--- src/rtl/hs2d_pkg.sv ---
`timescale 1ns / 1ps
`default_nettype none
// ----------------------------------------------------------------------------
// hs2d_pkg: shared types and constants
// Payload structs, queue entry type and defaults for the hex string to
// decimal digit converter.
// ----------------------------------------------------------------------------
package hs2d_pkg;

  localparam int ACC_W         = 32;  // accumulated binary value
  localparam int NIB_W         = 4;
  localparam int HEX_CNT_W     = 4;   // saturating digit count
  localparam int CHAR_W        = 8;
  localparam int DIGITS_W      = 39;  // packed BCD output field
  localparam int DCOUNT_W      = 4;
  localparam int STEP_W        = $clog2(ACC_W);

  localparam int MAX_HEX_DIGITS_DEF = 8;
  localparam int DEC_DIGITS_DEF     = 10;

  localparam int QUEUE_DEPTH = 2;     // power of two
  localparam int QPTR_W      = $clog2(QUEUE_DEPTH);

  localparam logic [CHAR_W-1:0] ASCII_ZERO = 8'h30;
  localparam logic [CHAR_W-1:0] ASCII_NINE = 8'h39;
  localparam logic [CHAR_W-1:0] ASCII_UP_A = 8'h41;
  localparam logic [CHAR_W-1:0] ASCII_UP_F = 8'h46;
  localparam logic [CHAR_W-1:0] ASCII_LO_A = 8'h61;
  localparam logic [CHAR_W-1:0] ASCII_LO_F = 8'h66;
  localparam logic [NIB_W-1:0]  NIB_TEN    = 4'd10;

  typedef struct packed {
    logic [CHAR_W-1:0] hex_char;
    logic              last;
  } char_t;

  typedef struct packed {
    logic [DIGITS_W-1:0] decimal_digits;
    logic [DCOUNT_W-1:0] digit_count;
    logic                bad_char;
    logic                too_long;
  } result_t;

  // One finished number waiting for conversion
  typedef struct packed {
    logic [ACC_W-1:0] value;
    logic             bad;
    logic             long_flag;
  } job_t;

  typedef struct packed {
    logic valid;
    job_t job;
  } job_port_t;

endpackage : hs2d_pkg
`default_nettype wire

--- src/rtl/hs2d_front.sv ---
`timescale 1ns / 1ps
`default_nettype none
// ----------------------------------------------------------------------------
// hs2d_front: character intake
// Decodes ASCII hex characters, accumulates the value and flags, and pushes
// a finished number into the job queue on the last character.
// ----------------------------------------------------------------------------
module hs2d_front #(
  parameter int MAX_HEX_DIGITS = hs2d_pkg::MAX_HEX_DIGITS_DEF
) (
  input  wire logic              clk,
  input  wire logic              rst,
  input  wire logic              char_valid,
  output logic                   char_stall,
  input  wire hs2d_pkg::char_t   char_data,
  input  wire logic              q_full,
  output hs2d_pkg::job_port_t    push
);
  import hs2d_pkg::*;

  localparam logic [HEX_CNT_W:0] MAX_CNT = (HEX_CNT_W+1)'(MAX_HEX_DIGITS);

  logic [ACC_W-1:0]     accum_value, accum_value_next;
  logic [HEX_CNT_W-1:0] hex_count, hex_count_next;
  logic                 bad_seen, bad_seen_next;
  logic                 long_seen, long_seen_next;
  logic [NIB_W-1:0]     nib;
  logic                 is_hex;
  logic                 take;
  logic                 accept;

  assign char_stall = q_full;
  assign accept     = char_valid && !char_stall;

  always_comb begin
    is_hex = 1'b1;
    nib    = '0;
    if (char_data.hex_char >= ASCII_ZERO && char_data.hex_char <= ASCII_NINE) begin
      nib = NIB_W'(char_data.hex_char - ASCII_ZERO);
    end else if (char_data.hex_char >= ASCII_UP_A && char_data.hex_char <= ASCII_UP_F) begin
      nib = NIB_TEN + NIB_W'(char_data.hex_char - ASCII_UP_A);
    end else if (char_data.hex_char >= ASCII_LO_A && char_data.hex_char <= ASCII_LO_F) begin
      nib = NIB_TEN + NIB_W'(char_data.hex_char - ASCII_LO_A);
    end else begin
      is_hex = 1'b0;  // counts as a zero digit
    end
  end

  always_comb begin
    take             = {1'b0, hex_count} < MAX_CNT;
    accum_value_next = take ? {accum_value[ACC_W-NIB_W-1:0], nib} : accum_value;
    hex_count_next   = (take && hex_count != '1) ? hex_count + 1'b1 : hex_count;
    bad_seen_next    = bad_seen | ~is_hex;
    long_seen_next   = long_seen | ~take;
  end

  always_comb begin
    push.valid         = accept && char_data.last;
    push.job.value     = accum_value_next;
    push.job.bad       = bad_seen_next;
    push.job.long_flag = long_seen_next;
  end

  always_ff @(posedge clk) begin
    if (rst) begin
      accum_value <= '0;
      hex_count   <= '0;
      bad_seen    <= 1'b0;
      long_seen   <= 1'b0;
    end else if (accept) begin
      if (char_data.last) begin
        accum_value <= '0;
        hex_count   <= '0;
        bad_seen    <= 1'b0;
        long_seen   <= 1'b0;
      end else begin
        accum_value <= accum_value_next;
        hex_count   <= hex_count_next;
        bad_seen    <= bad_seen_next;
        long_seen   <= long_seen_next;
      end
    end
  end

endmodule : hs2d_front
`default_nettype wire

--- src/rtl/hs2d_queue.sv ---
`timescale 1ns / 1ps
`default_nettype none
// ----------------------------------------------------------------------------
// hs2d_queue: job queue
// Short register FIFO between the character front end and the converter.
// ----------------------------------------------------------------------------
module hs2d_queue (
  input  wire logic                clk,
  input  wire logic                rst,
  input  wire hs2d_pkg::job_port_t push,
  output logic                     full,
  output hs2d_pkg::job_port_t      head,
  input  wire logic                pop
);
  import hs2d_pkg::*;

  job_t              entries [QUEUE_DEPTH];
  logic [QPTR_W-1:0] wr_ptr;
  logic [QPTR_W-1:0] rd_ptr;
  logic [QPTR_W:0]   count;

  assign full       = count == (QPTR_W+1)'(QUEUE_DEPTH);
  assign head.valid = count != '0;
  assign head.job   = entries[rd_ptr];

  always_ff @(posedge clk) begin
    if (push.valid) begin
      entries[wr_ptr] <= push.job;
    end
  end

  always_ff @(posedge clk) begin
    if (rst) begin
      wr_ptr <= '0;
      rd_ptr <= '0;
      count  <= '0;
    end else begin
      if (push.valid) wr_ptr <= wr_ptr + 1'b1;
      if (pop)        rd_ptr <= rd_ptr + 1'b1;
      if (push.valid && !pop)      count <= count + 1'b1;
      else if (pop && !push.valid) count <= count - 1'b1;
    end
  end

endmodule : hs2d_queue
`default_nettype wire

--- src/rtl/hs2d_back.sv ---
`timescale 1ns / 1ps
`default_nettype none
// ----------------------------------------------------------------------------
// hs2d_back: binary to BCD converter
// Shift-and-add-3 conversion, one bit per cycle, then digit count and a
// registered result stage.
// ----------------------------------------------------------------------------
module hs2d_back #(
  parameter int DEC_DIGITS = hs2d_pkg::DEC_DIGITS_DEF
) (
  input  wire logic                clk,
  input  wire logic                rst,
  input  wire hs2d_pkg::job_port_t head,
  output logic                     pop,
  output logic                     res_valid,
  input  wire logic                res_stall,
  output hs2d_pkg::result_t        res_data
);
  import hs2d_pkg::*;

  localparam int BCD_W   = 4 * DEC_DIGITS;
  localparam int SCAN_W  = 5;  // holds digit positions up to 31
  localparam logic [STEP_W-1:0] STEP_LAST = STEP_W'(ACC_W - 1);

  localparam logic [1:0] ST_IDLE = 2'd0;
  localparam logic [1:0] ST_CONV = 2'd1;
  localparam logic [1:0] ST_DONE = 2'd2;

  logic [1:0]        state;
  logic [STEP_W-1:0] step;
  logic [ACC_W-1:0]  bin;
  logic [BCD_W-1:0]  bcd;
  logic [BCD_W-1:0]  bcd_adj;
  logic              bad;
  logic              long_flag;
  logic              load_out;
  logic [SCAN_W-1:0] sig_cnt;
  logic [BCD_W+DIGITS_W-1:0] bcd_wide;

  assign pop      = (state == ST_IDLE) && head.valid;
  assign load_out = (state == ST_DONE) && (!res_valid || !res_stall);
  assign bcd_wide = {{DIGITS_W{1'b0}}, bcd};

  // add 3 to every digit of 5 or more before the shift
  always_comb begin
    for (int i = 0; i < DEC_DIGITS; i++) begin
      bcd_adj[4*i +: 4] = (bcd[4*i +: 4] >= 4'd5) ? bcd[4*i +: 4] + 4'd3 : bcd[4*i +: 4];
    end
  end

  // highest nonzero digit; zero reads as one digit
  always_comb begin
    sig_cnt = SCAN_W'(1);
    for (int i = 0; i < DEC_DIGITS; i++) begin
      if (bcd[4*i +: 4] != 4'd0) sig_cnt = SCAN_W'(i + 1);
    end
  end

  always_ff @(posedge clk) begin
    if (rst) begin
      state <= ST_IDLE;
      step  <= '0;
    end else begin
      unique case (state)
        ST_IDLE: begin
          if (head.valid) state <= ST_CONV;
        end
        ST_CONV: begin
          step <= step + 1'b1;
          if (step == STEP_LAST) state <= ST_DONE;
        end
        ST_DONE: begin
          if (load_out) state <= ST_IDLE;
        end
        default: state <= ST_IDLE;
      endcase
    end
  end

  always_ff @(posedge clk) begin
    if (pop) begin
      bin       <= head.job.value;
      bcd       <= '0;
      bad       <= head.job.bad;
      long_flag <= head.job.long_flag;
    end else if (state == ST_CONV) begin
      bin <= {bin[ACC_W-2:0], 1'b0};
      bcd <= {bcd_adj[BCD_W-2:0], bin[ACC_W-1]};
    end
  end

  always_ff @(posedge clk) begin
    if (rst) begin
      res_valid <= 1'b0;
    end else if (load_out) begin
      res_valid <= 1'b1;
    end else if (!res_stall) begin
      res_valid <= 1'b0;
    end
  end

  always_ff @(posedge clk) begin
    if (load_out) begin
      res_data.decimal_digits <= bcd_wide[DIGITS_W-1:0];
      res_data.digit_count    <= sig_cnt[DCOUNT_W-1:0];
      res_data.bad_char       <= bad;
      res_data.too_long       <= long_flag;
    end
  end

`ifndef SYNTHESIS
  a_step_idle: assert property (@(posedge clk) disable iff (rst)
    state != ST_CONV |-> step == '0)
    else $error("bit counter running outside conversion");

  a_pop_idle: assert property (@(posedge clk) disable iff (rst)
    pop |=> state == ST_CONV)
    else $error("job popped without starting conversion");

  a_bin_drained: assert property (@(posedge clk) disable iff (rst)
    state == ST_DONE |-> bin == '0)
    else $error("conversion finished with bits left");

  a_load_done: assert property (@(posedge clk) disable iff (rst)
    load_out |=> res_valid && state == ST_IDLE)
    else $error("result load did not complete");
`endif

endmodule : hs2d_back
`default_nettype wire

--- src/rtl/hex_string_to_decimal_digits.sv ---
`timescale 1ns / 1ps
`default_nettype none
// ----------------------------------------------------------------------------
// hex_string_to_decimal_digits: hex character stream to packed BCD
// Accumulates a 32-bit value from ASCII hex characters and converts it to
// decimal digits with a significant-digit count and error flags.
// ----------------------------------------------------------------------------
//  channel | dir | handshake             | payload
//  char    | in  | char_valid/char_stall | char_data (hex_char, last)
//  res     | out | res_valid/res_stall   | res_data (digits, count, flags)
//
//  The front end takes one character transfer per cycle while char_stall is low.
//  Each number passes through the converter as queue pop, 32 shift-add-3
//  steps (one input bit per cycle), result load.
//  A two-entry job queue sits between them; char_stall rises when it is full.
//  Reset (rst, synchronous) clears the accumulator, queue and converter.
//  A stalled result is held in its output register while conversion of the
//  next queued number proceeds up to its load step.
// ----------------------------------------------------------------------------
module hex_string_to_decimal_digits #(
  parameter int MAX_HEX_DIGITS = hs2d_pkg::MAX_HEX_DIGITS_DEF,
  parameter int DEC_DIGITS     = hs2d_pkg::DEC_DIGITS_DEF
) (
  input  wire logic              clk,
  input  wire logic              rst,
  input  wire logic              char_valid,
  output logic                   char_stall,
  input  wire hs2d_pkg::char_t   char_data,
  output logic                   res_valid,
  input  wire logic              res_stall,
  output hs2d_pkg::result_t      res_data
);
  import hs2d_pkg::*;

  job_port_t push;   // finished number from the front end
  job_port_t head;   // oldest queued number
  logic      q_full;
  logic      pop;

  // Character decode and accumulation
  hs2d_front #(
    .MAX_HEX_DIGITS (MAX_HEX_DIGITS)
  ) u_front (
    .clk        (clk),
    .rst        (rst),
    .char_valid (char_valid),
    .char_stall (char_stall),
    .char_data  (char_data),
    .q_full     (q_full),
    .push       (push)
  );

  // Decouples intake from the multi-cycle conversion
  hs2d_queue u_queue (
    .clk  (clk),
    .rst  (rst),
    .push (push),
    .full (q_full),
    .head (head),
    .pop  (pop)
  );

  // Binary to BCD conversion and result register
  hs2d_back #(
    .DEC_DIGITS (DEC_DIGITS)
  ) u_back (
    .clk       (clk),
    .rst       (rst),
    .head      (head),
    .pop       (pop),
    .res_valid (res_valid),
    .res_stall (res_stall),
    .res_data  (res_data)
  );

endmodule : hex_string_to_decimal_digits
`default_nettype wire

--- config.mk ---
export PLATFORM = sky130hd
export DESIGN_NAME = hex_string_to_decimal_digits
export DESIGN_NICKNAME = d
export VERILOG_FILES = /design/src/rtl/hs2d_pkg.sv /design/src/rtl/hs2d_front.sv /design/src/rtl/hs2d_queue.sv /design/src/rtl/hs2d_back.sv /design/src/rtl/hex_string_to_decimal_digits.sv
export SDC_FILE = /design/constraint.sdc
export NUM_CORES = 1
export LEC_CHECK = 0
export ABC_AREA = 0
export BUFFER_PORTS_ARGS = -buffer_cell sky130_fd_sc_hd__buf_2
export CAP_MARGIN = 20
export CORE_ASPECT_RATIO = 0.7
export CORE_MARGIN = 2
export CORE_UTILIZATION = 47
export CTS_CLUSTER_SIZE = 10
export DETAILED_ROUTE_END_ITERATION = 8
export PLACE_DENSITY = 0.75
export SLEW_MARGIN = 20
export SYNTH_ARGS = -nofsm -noshare
export SYNTH_HDL_FRONTEND = slang
export SYNTH_SLANG_ARGS = --single-unit
--- constraint.sdc ---
create_clock -name clk -period 7.9 [get_ports clk]
set_input_delay 1.185 -clock clk [delete_from_list [all_inputs] [get_ports clk]]
set_output_delay 1.185 -clock clk [all_outputs]
set_load 0.1 [all_outputs]
==> results of run 1 <==
[critical path, cell delays in order, from the launching register on]
cell and delay (ps):
sky130_fd_sc_hd__dfxtp_1 360, sky130_fd_sc_hd__nand2b_1 290, sky130_fd_sc_hd__inv_1 120, sky130_fd_sc_hd__buf_2 430
[stage by stage]
| step | std cells | util, % | power, uW |
|---|---|---|---|
| after floorplan | 842 | - | 2060 |
| after global placement | 1140 | 50.8 | 2180 |
| after detailed placement | 1140 | 50.8 | 2210 |
| after CTS | 1189 | 54.5 | 3300 |
| after global routing | 1189 | 54.5 | 3440 |
| final | 1189 | 54.5 | 3260 |
[registers in the layout, indices dropped and copies added, names as in the netlist, named ones only]
signal,flops
u_queue.entries,68
u_front.hex_count,4
u_queue.wr_ptr,1
u_front.bad_seen,1
u_back.bcd,40
u_back.res_valid,1
u_back.res_data,45
u_queue.count,2
u_back.step,5
u_back.bad,1
u_back.bin,32
u_front.accum_value,32
u_back.long_flag,1
u_back.state,2
u_front.long_seen,1
u_queue.rd_ptr,1
[final timing paths]
path / startpoint / to / slack [ps] / cells past startpoint
hold reg to reg: u_back.bcd[37] / u_back.res_data[43] / 450 / 0
setup / recovery: u_queue.count[0] / char_stall / 5010 / 3
setup reg to reg: u_back.state[0] / u_queue.rd_ptr / 5750 / 6
hold / removal: u_back.bcd[37] / u_back.res_data[43] / 450 / 0
[cell usage after synthesis, types with 4 or more instances]
cell,instances,area [um2]
sky130_fd_sc_hd__o21ai_0,52,260
sky130_fd_sc_hd__edfxtp_1,147,4410
sky130_fd_sc_hd__nor3_1,4,20.0
sky130_fd_sc_hd__nor2_1,28,105
sky130_fd_sc_hd__mux2_2,41,462
sky130_fd_sc_hd__nand3_1,43,215
sky130_fd_sc_hd__ha_1,32,400
sky130_fd_sc_hd__or3_1,4,25.0
sky130_fd_sc_hd__inv_1,26,97.6
sky130_fd_sc_hd__o21ai_1,5,25.0
sky130_fd_sc_hd__buf_1,5,18.8
sky130_fd_sc_hd__buf_2,10,50.1
sky130_fd_sc_hd__a21oi_1,65,325
sky130_fd_sc_hd__xor2_1,13,114
sky130_fd_sc_hd__xnor2_1,13,114
sky130_fd_sc_hd__o32ai_1,9,78.8
sky130_fd_sc_hd__clkbuf_1,31,116
sky130_fd_sc_hd__dfxtp_1,91,1820
sky130_fd_sc_hd__o22ai_1,19,119
sky130_fd_sc_hd__nor3b_1,7,52.6
sky130_fd_sc_hd__mux2i_1,32,320
sky130_fd_sc_hd__nand2_1,103,387
sky130_fd_sc_hd__nand2b_1,18,113
[cell families after synthesis]
group           count (synthesis)
simple gates                  228
fa+ha+maj                      32
flops                         238
xor+xnor                       26
buf+inv                        73
mux                            74
compound gates                171
[power groups by stage]
stage	Combinational, uW	Clock [uW]	Sequential (uW)
global placement	535	0	1650
finish	545	1080	1630
detailed placement	554	0	1660
global route	622	1170	1650
floorplan	463	0	1590
CTS	558	1110	1640
[routing by layer]
metal	global-route usage, %	up-vias
li1	-	3152
met1	24.5	3019
met2	25.3	127
met3	2.81	20
met4	3.40	0
met5	0	-
[final cells by class]
class                      count  area share, %
sequential                   238           55.0
multi-input combinational    531           31.2
clock buffer                  49           6.69
timing repair buffer          68           3.20
tap                          276           3.05
inverter                      27          0.894
==> impl_metrics.ini, run 1 <==
[status]
status = completed

[floorplan]
num_rows = 44
core-area_um2 = 20800
die-width_um = 179
start_util_pct = 48.2
dieArea_um2 = 22500
fp.dieH_um = 126
top_level_ports = 60

[routing]
via_count = 6318
wl_met1_mm = 9.13
antenna_left = 0
drc = 0
drt-initial-drc-count = 446
routed_wire_length_per_instance_um = 15.2
detailroute.wirelength.met3_um = 704
maxUsedRoutingLayer = met4
via_per_inst = 5.31
drt-pass1-iter-count = 5
postRouteWirelength_mm = 18.1
met2_length_mm = 8.01

[sta]
postLayoutSetupSlackWorst_ps = 5010
finClkSkew_ps = 8.06
timing.final.crit_period_ps = 2890
slew_headroom_pct = 25.7
timing.final.max_slew_violations = 0
final-hold-violation-count = 0
max_clock_freq_ghz = 0.346
rsz0062_at_grt = no
setup_tns_ps = 0
worstMarginPinSlew_ps = 1110
final.hold.worst_slack_ps = 446
post-route-period-util_pct = 36.6
timing.final.setup_violations = 0

[setup_path]
worstPathRequired_ps = 6710
worstSetupStartpointType = flip-flop
path_class = flip-flop to primary output
crit_arrival_ps = 1700
critical_path_peak_fanout = 7
timing.critical_path.to_type = primary output

[cts]
clockRootBuffer = sky130_fd_sc_hd__clkbuf_16
clock_sink_count = 238
worstSkewPairLatency_ps = 510
post_cts.repair.setup_buffers = 0
cts_max_level = 1
cts.hold.buffers_added = 0
tritoncts = yes
clk_pin_slew_ps = 60
cts_inserted_buffers = 27
ctsLongestPathBuffers = 3
cts-resized-gates = 0

[yosys]
post_synth_inst_count = 842
postSynthRegisterBits = 238
yosys-mux-area-fraction_pct = 7.91
yosys.area_share.xor_xnor_pct = 2.27
synthesis.area_um2 = 10000
synthDistinctLibCells = 51
post_synth_and_or_nand_nor_area_fraction_pct = 11.0
yosys_most_used_dff = sky130_fd_sc_hd__edfxtp_1
synth_fa_ha_area_share_pct = 3.99
ys_seq_area_share_pct = 62.2
synth_top_family_by_area = simple AND/OR/NAND/NOR gates
synthesis.nets = 887
asyncSetResetFlopFracSynth_pct = 0
synth-edff-count = 147
yosys_warnings = 0
synthesis.area_per_instance_um2 = 11.9
synth_compound_area_share_pct = 9.75

[placement]
port_buffers = 59
post-dp-hpwl_mm = 11.4
dp_worst_setup_slack_ps = 4770
postPlaceCellArea_um2 = 10600
routabilityCongestion = 0.836

[grt]
grt_first_pass_wirelength_mm = 30.1
gr-usage-all-layers_pct = 16.4
grt_overflow_total = 0
pin_count_of_the_biggest_net_entering_global_routing = 73
number_of_global_route_vias_before_repair = 5973
antenna_found_initial = 0

[pwr]
power.static_leakage_uw = 0.00403
ir_worst_vdd_v = 0.000179
switching_part_of_the_total_power_pct = 28.0
power.density_nw_per_um2 = 287
power.share.sequential_pct = 50.1
netSwitchingPower_uw = 911
comb_power_share_pct = 16.7
internal_power_uw = 2350
power_frac_clock_pct = 33.2

[final_layout]
n_antenna_cell = 0
mostFrequentLayoutCell = sky130_fd_sc_hd__edfxtp_1
layout.filler_cells = 1765
num-nets-final = 938
areaGrowthSynthToFinish_pct = 13.1
finalInstanceArea_um2 = 11300
multi_input_comb_area_um2 = 3530
drive_above_1_share_pct = 16.3
regArea_um2 = 6240
commonest_cells_after_routing_fill_and_taps_aside = 147 x sky130_fd_sc_hd__edfxtp_1, 102 x sky130_fd_sc_hd__nand2_1, 90 x sky130_fd_sc_hd__dfxtp_1

[flow_run]
drv_cap = 0

[hold_path]
hold_path_class = flip-flop to flip-flop
Power figures use the tool's default switching activity.
==> run 2: changes to the inputs <==
--- a/config.mk
+++ b/config.mk
@@ -5,7 +5,7 @@
 export SDC_FILE = /design/constraint.sdc
 export NUM_CORES = 1
 export LEC_CHECK = 0
-export ABC_AREA = 0
+export ABC_AREA = 1
 export BUFFER_PORTS_ARGS = -buffer_cell sky130_fd_sc_hd__buf_2
 export CAP_MARGIN = 20
 export CORE_ASPECT_RATIO = 0.7
@@ -13,7 +13,7 @@
 export CORE_UTILIZATION = 47
 export CTS_CLUSTER_SIZE = 10
 export DETAILED_ROUTE_END_ITERATION = 8
-export PLACE_DENSITY = 0.75
+export PLACE_DENSITY = 0.78
 export SLEW_MARGIN = 20
 export SYNTH_ARGS = -nofsm -noshare
 export SYNTH_HDL_FRONTEND = slang
==> constraint.sdc (replaced) <==
create_clock -name clk -period 2.5 [get_ports clk]
set_input_delay 0.375 -clock clk [delete_from_list [all_inputs] [get_ports clk]]
set_output_delay 0.375 -clock clk [all_outputs]
set_load 0.1 [all_outputs]
==> run 2 against run 1 <==
Net effect:
- sequential share of layout area grew 0.25 points
- global-route usage grew 1.8 points
- combinational power grew to 4.2 times the previous value
- sequential power grew to 3.1 times the previous value
- non-clock buffer count grew 10
- first-iteration DRC count grew 46%
- worst hold slack lost 300 ps
- utilization grew 0.16 points
- sequential cell count is the same
- critical path type unchanged
==> impl_metrics.ini, run 2 <==
[final_layout]
top_register = u_queue.entries
largest_register_ffs = 68
layout.filler_cells = 1707
largest_registers = u_queue.entries (68), u_back.res_data (45), u_back.bcd (40)
drive_above_1_share_pct = 11.8
finalInstanceArea_um2 = 11300
commonest_cells_after_routing_fill_and_taps_aside = 218 x sky130_fd_sc_hd__nand2_1, 147 x sky130_fd_sc_hd__edfxtp_1, 100 x sky130_fd_sc_hd__nor2_1
layoutNonFillerInstCount = 1333
areaGrowthSynthToFinish_pct = 14.4
mostFrequentLayoutCell = sky130_fd_sc_hd__nand2_1
n_antenna_cell = 0
num-nets-final = 1081

[grt]
number_of_global_route_vias_before_repair = 6792
grt_first_pass_wirelength_mm = 33.3
grt_overflow_total = 0
pin_count_of_the_biggest_net_entering_global_routing = 51
gr-usage-all-layers_pct = 18.3
antenna_found_initial = 0

[hold_path]
hold_path_depth = 3
holdPathEnd = u_back.res_valid
hold_path_class = primary input to flip-flop
min-delay-start = res_stall

[floorplan]
start_util_pct = 47.8
top_level_ports = 60
num_rows = 44
fp.dieH_um = 125
dieArea_um2 = 22200
die-width_um = 177
core-area_um2 = 20600

[setup_path]
crit_arrival_ps = 1510
worstPathRequired_ps = 2120
path_class = flip-flop to primary output
rr_endpoint = u_back.bcd[17]
r2r.worst_path.cells = 8
regToRegSetupSlack_ps = 740
worstSetupStartpointType = flip-flop
timing.critical_path.to_type = primary output
critical_path_peak_fanout = 4
reg2reg_from = u_back.bcd[16]

[placement]
port_buffers = 59
placed_instances = 1283
routabilityCongestion = 0.794
postPlaceCellArea_um2 = 10500
post-dp-hpwl_mm = 12.5

[cts]
clock_sink_count = 238
cts.hold.buffers_added = 0
cts-resized-gates = 0
cts_inserted_buffers = 27
worstSkewPairLatency_ps = 520
post_cts.repair.setup_buffers = 0
ctsLongestPathBuffers = 3
clk_pin_slew_ps = 50
tritoncts = yes
clockRootBuffer = sky130_fd_sc_hd__clkbuf_16
cts_max_level = 1

[sta]
finClkSkew_ps = 14.9
timing.final.setup_violations = 0
slew_headroom_pct = 58.4
max_clock_freq_ghz = 0.531
worstMarginPinSlew_ps = 619
final-hold-violation-count = 0
post-route-period-util_pct = 75.3
timing.final.max_slew_violations = 0
timing.final.crit_period_ps = 1880
rsz0062_at_grt = no

[status]
status = completed

[yosys]
synth_largest_area_cell = sky130_fd_sc_hd__edfxtp_1
synth-edff-count = 147
yosys_most_used_dff = sky130_fd_sc_hd__edfxtp_1
post_synth_inst_count = 970
synthMostInstantiatedCell = sky130_fd_sc_hd__nand2_1
postSynthRegisterBits = 238
asyncSetResetFlopFracSynth_pct = 0
synthesis.area_um2 = 9860
synthDistinctLibCells = 34
synth.top_cells.by_count = 219 x sky130_fd_sc_hd__nand2_1, 147 x sky130_fd_sc_hd__edfxtp_1, 103 x sky130_fd_sc_hd__nor2_1, 91 x sky130_fd_sc_hd__dfxtp_1, 76 x sky130_fd_sc_hd__inv_1
yosys-top-cells-area = sky130_fd_sc_hd__edfxtp_1 45%, sky130_fd_sc_hd__dfxtp_1 18%, sky130_fd_sc_hd__nand2_1 8.3%
post-synth-top-area-fraction_pct = 44.7
ys_seq_area_share_pct = 63.2
synthesis.area_per_instance_um2 = 10.2
synthesis.nets = 1015
yosys_warnings = 0

[pwr]
power.static_leakage_uw = 0.00442
post-layout-total-power_uw = 10800
power.density_nw_per_um2 = 959
ir_worst_vdd_v = 0.000772

[routing]
via_count = 6970
antenna_left = 0
drc = 0
routed_wire_length_per_instance_um = 14.7
drt-initial-drc-count = 649
via_per_inst = 5.23
postRouteWirelength_mm = 19.5
drt-pass1-iter-count = 5

[flow_run]
drv_cap = 0
run 2: changes by cell type after synthesis, moves of 27 or more:
cell                      delta
sky130_fd_sc_hd__a31oi_1    +29
sky130_fd_sc_hd__mux2_2     -41
sky130_fd_sc_hd__nor2_1     +75
sky130_fd_sc_hd__mux2i_1    -32
sky130_fd_sc_hd__nand2_1   +116
sky130_fd_sc_hd__inv_1      +50
sky130_fd_sc_hd__a22oi_1    +27
run 2: how the worst max path moves through the flow:
stage,start,end,depth (start not counted)
finish,u_queue.count[1],char_stall,3
floorplan,u_queue.count[0],u_queue.entries[0][0],4
global placement,char_data[1],u_queue.entries[0][2],9
global route,u_back.bcd[17],u_back.bcd[17],8
detailed placement,char_data[1],u_queue.entries[0][2],9
CTS,u_queue.count[1],char_stall,3
run 2: cells by family (layout without fill, tap and decap cells):
logic type      after synthesis  count (layout)  share of synthesized area [%]
buf+inv                     123             210                           4.96
compound gates              198             198                           12.1
fa+ha+maj                    32              32                           4.06
flops                       238             238                           63.2
xor+xnor                      8               8                          0.710
simple gates                371             371                           15.0
run 2: final cells by class:
cell class	instances	area (um2)	area share (%)
clock buffer	49	768	6.81
clock inverter	1	8.76	0.0776
inverter	82	308	2.73
multi-input combinational	609	3150	28.0
sequential	238	6240	55.3
tap	276	345	3.06
timing repair buffer	78	463	4.10
run 2: metal layers:
layer	GRT usage, %	routed length [um]	vias to the layer above
li1	-	-	3470
met2	27.8	8760	190
met3	2.95	1030	28
met5	0	0	-
met1	27.2	9420	3282
met4	5.01	316	0
run 2: report_power, final:
group          switching, uW  leakage (uW)  internal (uW)
logic                   1620       0.00193            652
registers                192       0.00212           4870
clock network           1430      0.000369           2050
total                   3240       0.00442           7580
run 2: per-stage QoR:
stage	hold WS (ps)	setup TNS, ps	utilization [%]	worst slack (ps)
2_1_floorplan	400	-10730	-	-158
3_3_place_gp	405	0	50.9	794
3_5_place_dp	409	0	50.9	731
4_1_cts	127	0	54.7	605
5_1_grt	146	0	54.7	551
6_report	142	0	54.7	617
run 2: critical path, cell delays in order, from the launching register on:
cell and delay (ps):
sky130_fd_sc_hd__dfxtp_1 390, sky130_fd_sc_hd__inv_2 90, sky130_fd_sc_hd__nor2_1 90, sky130_fd_sc_hd__buf_2 430
==> run 3: changes to the inputs <==
==> constraint.sdc (replaced) <==
create_clock -name clk -period 1.7 [get_ports clk]
set_input_delay 0.255 -clock clk [delete_from_list [all_inputs] [get_ports clk]]
set_output_delay 0.255 -clock clk [all_outputs]
set_load 0.1 [all_outputs]
==> run 3 against run 2 <==
Net effect:
- combinational power increased by 65%
- largest cell class unchanged
- largest power group unchanged
- die area unchanged
- sequential share of layout area down 1.4 points
==> impl_metrics.ini, run 3 (synthesis results as in run 2) <==
[final_layout]
areaGrowthSynthToFinish_pct = 17.4
top_register = u_queue.entries
largest_registers = u_queue.entries (68), u_back.res_data (45), u_back.bcd (40)
fin_util_pct = 56.1
commonest_cells_after_routing_fill_and_taps_aside = 218 x sky130_fd_sc_hd__nand2_1, 147 x sky130_fd_sc_hd__edfxtp_1, 98 x sky130_fd_sc_hd__nor2_1
multi_input_comb_area_um2 = 3210
regArea_um2 = 6240
n_antenna_cell = 0
drive_above_1_share_pct = 14.3
layout.filler_cells = 1721
largest_register_ffs = 68
finalInstanceArea_um2 = 11600
mostFrequentLayoutCell = sky130_fd_sc_hd__nand2_1
num-nets-final = 1100

[cts]
cts_max_level = 1
worstSkewPairLatency_ps = 530
clockRootBuffer = sky130_fd_sc_hd__clkbuf_16
clk_pin_slew_ps = 50
ctsLongestPathBuffers = 3
cts_inserted_buffers = 27
clock_sink_count = 238
tritoncts = yes

[status]
status = completed

[pwr]
power.density_nw_per_um2 = 1410
switching_part_of_the_total_power_pct = 30.2
comb_power_share_pct = 23.1
ir_worst_vdd_v = 0.000985
power.static_leakage_uw = 0.00455
power.share.sequential_pct = 45.7
netSwitchingPower_uw = 4930
post-layout-total-power_uw = 16300
power_frac_clock_pct = 31.3
internal_power_uw = 11400

[grt]
grt_overflow_total = 0
antenna_found_initial = 0
grt_first_pass_wirelength_mm = 33.1
gr-usage-all-layers_pct = 18.4
pin_count_of_the_biggest_net_entering_global_routing = 48
number_of_global_route_vias_before_repair = 6648

[floorplan]
start_util_pct = 47.8
fp.dieH_um = 125
die-width_um = 177
dieArea_um2 = 22200
top_level_ports = 60
num_rows = 44
core-area_um2 = 20600

[routing]
via_count = 7192
drt-pass1-iter-count = 5
drc = 0
routed_wire_length_per_instance_um = 14.9
via_per_inst = 5.32
postRouteWirelength_mm = 20.2
drt-initial-drc-count = 736
antenna_left = 0

[placement]
dp_worst_setup_slack_ps = -46.8
post-dp-hpwl_mm = 12.9
routabilityCongestion = 0.812
port_buffers = 59
postPlaceCellArea_um2 = 10700

[setup_path]
worstPathRequired_ps = 1440
critical_path_peak_fanout = 4
path_cells = inv_2 -> nor2_2 -> buf_4
worstSetupStartpointType = flip-flop
worst_path_max_delay_cell = sky130_fd_sc_hd__dfxtp_1
critical-path-max-stage-delay_ps = 380
timing.critical_path.to_type = primary output
path_class = flip-flop to primary output
crit_arrival_ps = 1380

[sta]
max_clock_freq_ghz = 0.611
timing.final.max_slew_violations = 0
timing.final.crit_period_ps = 1640
slew_headroom_pct = 67.2
final-hold-violation-count = 0
final.hold.worst_slack_ps = 14.8
post-route-period-util_pct = 96.3
timing.final.setup_violations = 0
worstMarginPinSlew_ps = 495
postLayoutSetupSlackWorst_ps = 63.5
finClkSkew_ps = 13.0

[flow_run]
drv_cap = 0

[hold_path]
hold_path_class = primary input to flip-flop
-- run 3: area by class of cell --
| cell class | instances | area share, % |
|---|---|---|
| flip-flops and latches | 238 | 53.9 |
| multi-input cells | 609 | 27.7 |
| clock buffers | 49 | 6.55 |
| repair buffers | 97 | 6.16 |
| well taps | 276 | 2.98 |
| inverters | 82 | 2.66 |
| clock inverters | 1 | 0.0756 |
-- run 3: critical path, delay by kind of cell, from the launching register on --
family,cells,cell delay (ps)
buffers and inverters,2,380
and+or+nand+nor,1,90
DFF,1,380
-- run 3: per-stage QoR --
stage / std cells / setup TNS [ps]
final: 1352 / 0
after detailed placement: 1299 / -54.4
after CTS: 1351 / 0
after global routing: 1352 / -6.79
after global placement: 1299 / 0
after floorplan: 970 / 0
-- run 3: power groups by stage --
stage / sequential [uW] / clock, uW / combinational, uW
2_1_floorplan: 7470 / 0 / 2390
3_3_place_gp: 7530 / 0 / 3660
3_5_place_dp: 7570 / 0 / 3730
4_1_cts: 7460 / 5190 / 3760
5_1_grt: 7530 / 5430 / 4220
6_report: 7460 / 5110 / 3770
-- run 3: worst paths after layout --
kind         slack, ps  cells after the start                  to             start
max                 60                      3          char_stall  u_queue.count[1]
min                 10                      2     u_back.state[1]               rst
max reg2reg         90                      6  u_back.res_data[2]     u_back.bcd[5]
min reg2reg        430                      0  u_back.res_data[1]        u_back.bad
-- run 3: timing repair --
item,in CTS,in global routing
endpoints found under the setup margin,2,17
hold endpoints to repair,1,0
gates resized for setup,3,12
cloned,0,0
setup buffers,0,1
pin swaps,0,1
hold buffers,2,0
-- run 3: layer usage --
metal | share of wire, % | global-route usage (%) | up-vias
met4 | 2.1 | 4.96 | 0
met3 | 7.0 | 3.32 | 43
li1 | - | - | 3505
met2 | 44 | 27.5 | 248
met1 | 47 | 27.5 | 3396
met5 | 0 | 0 | -
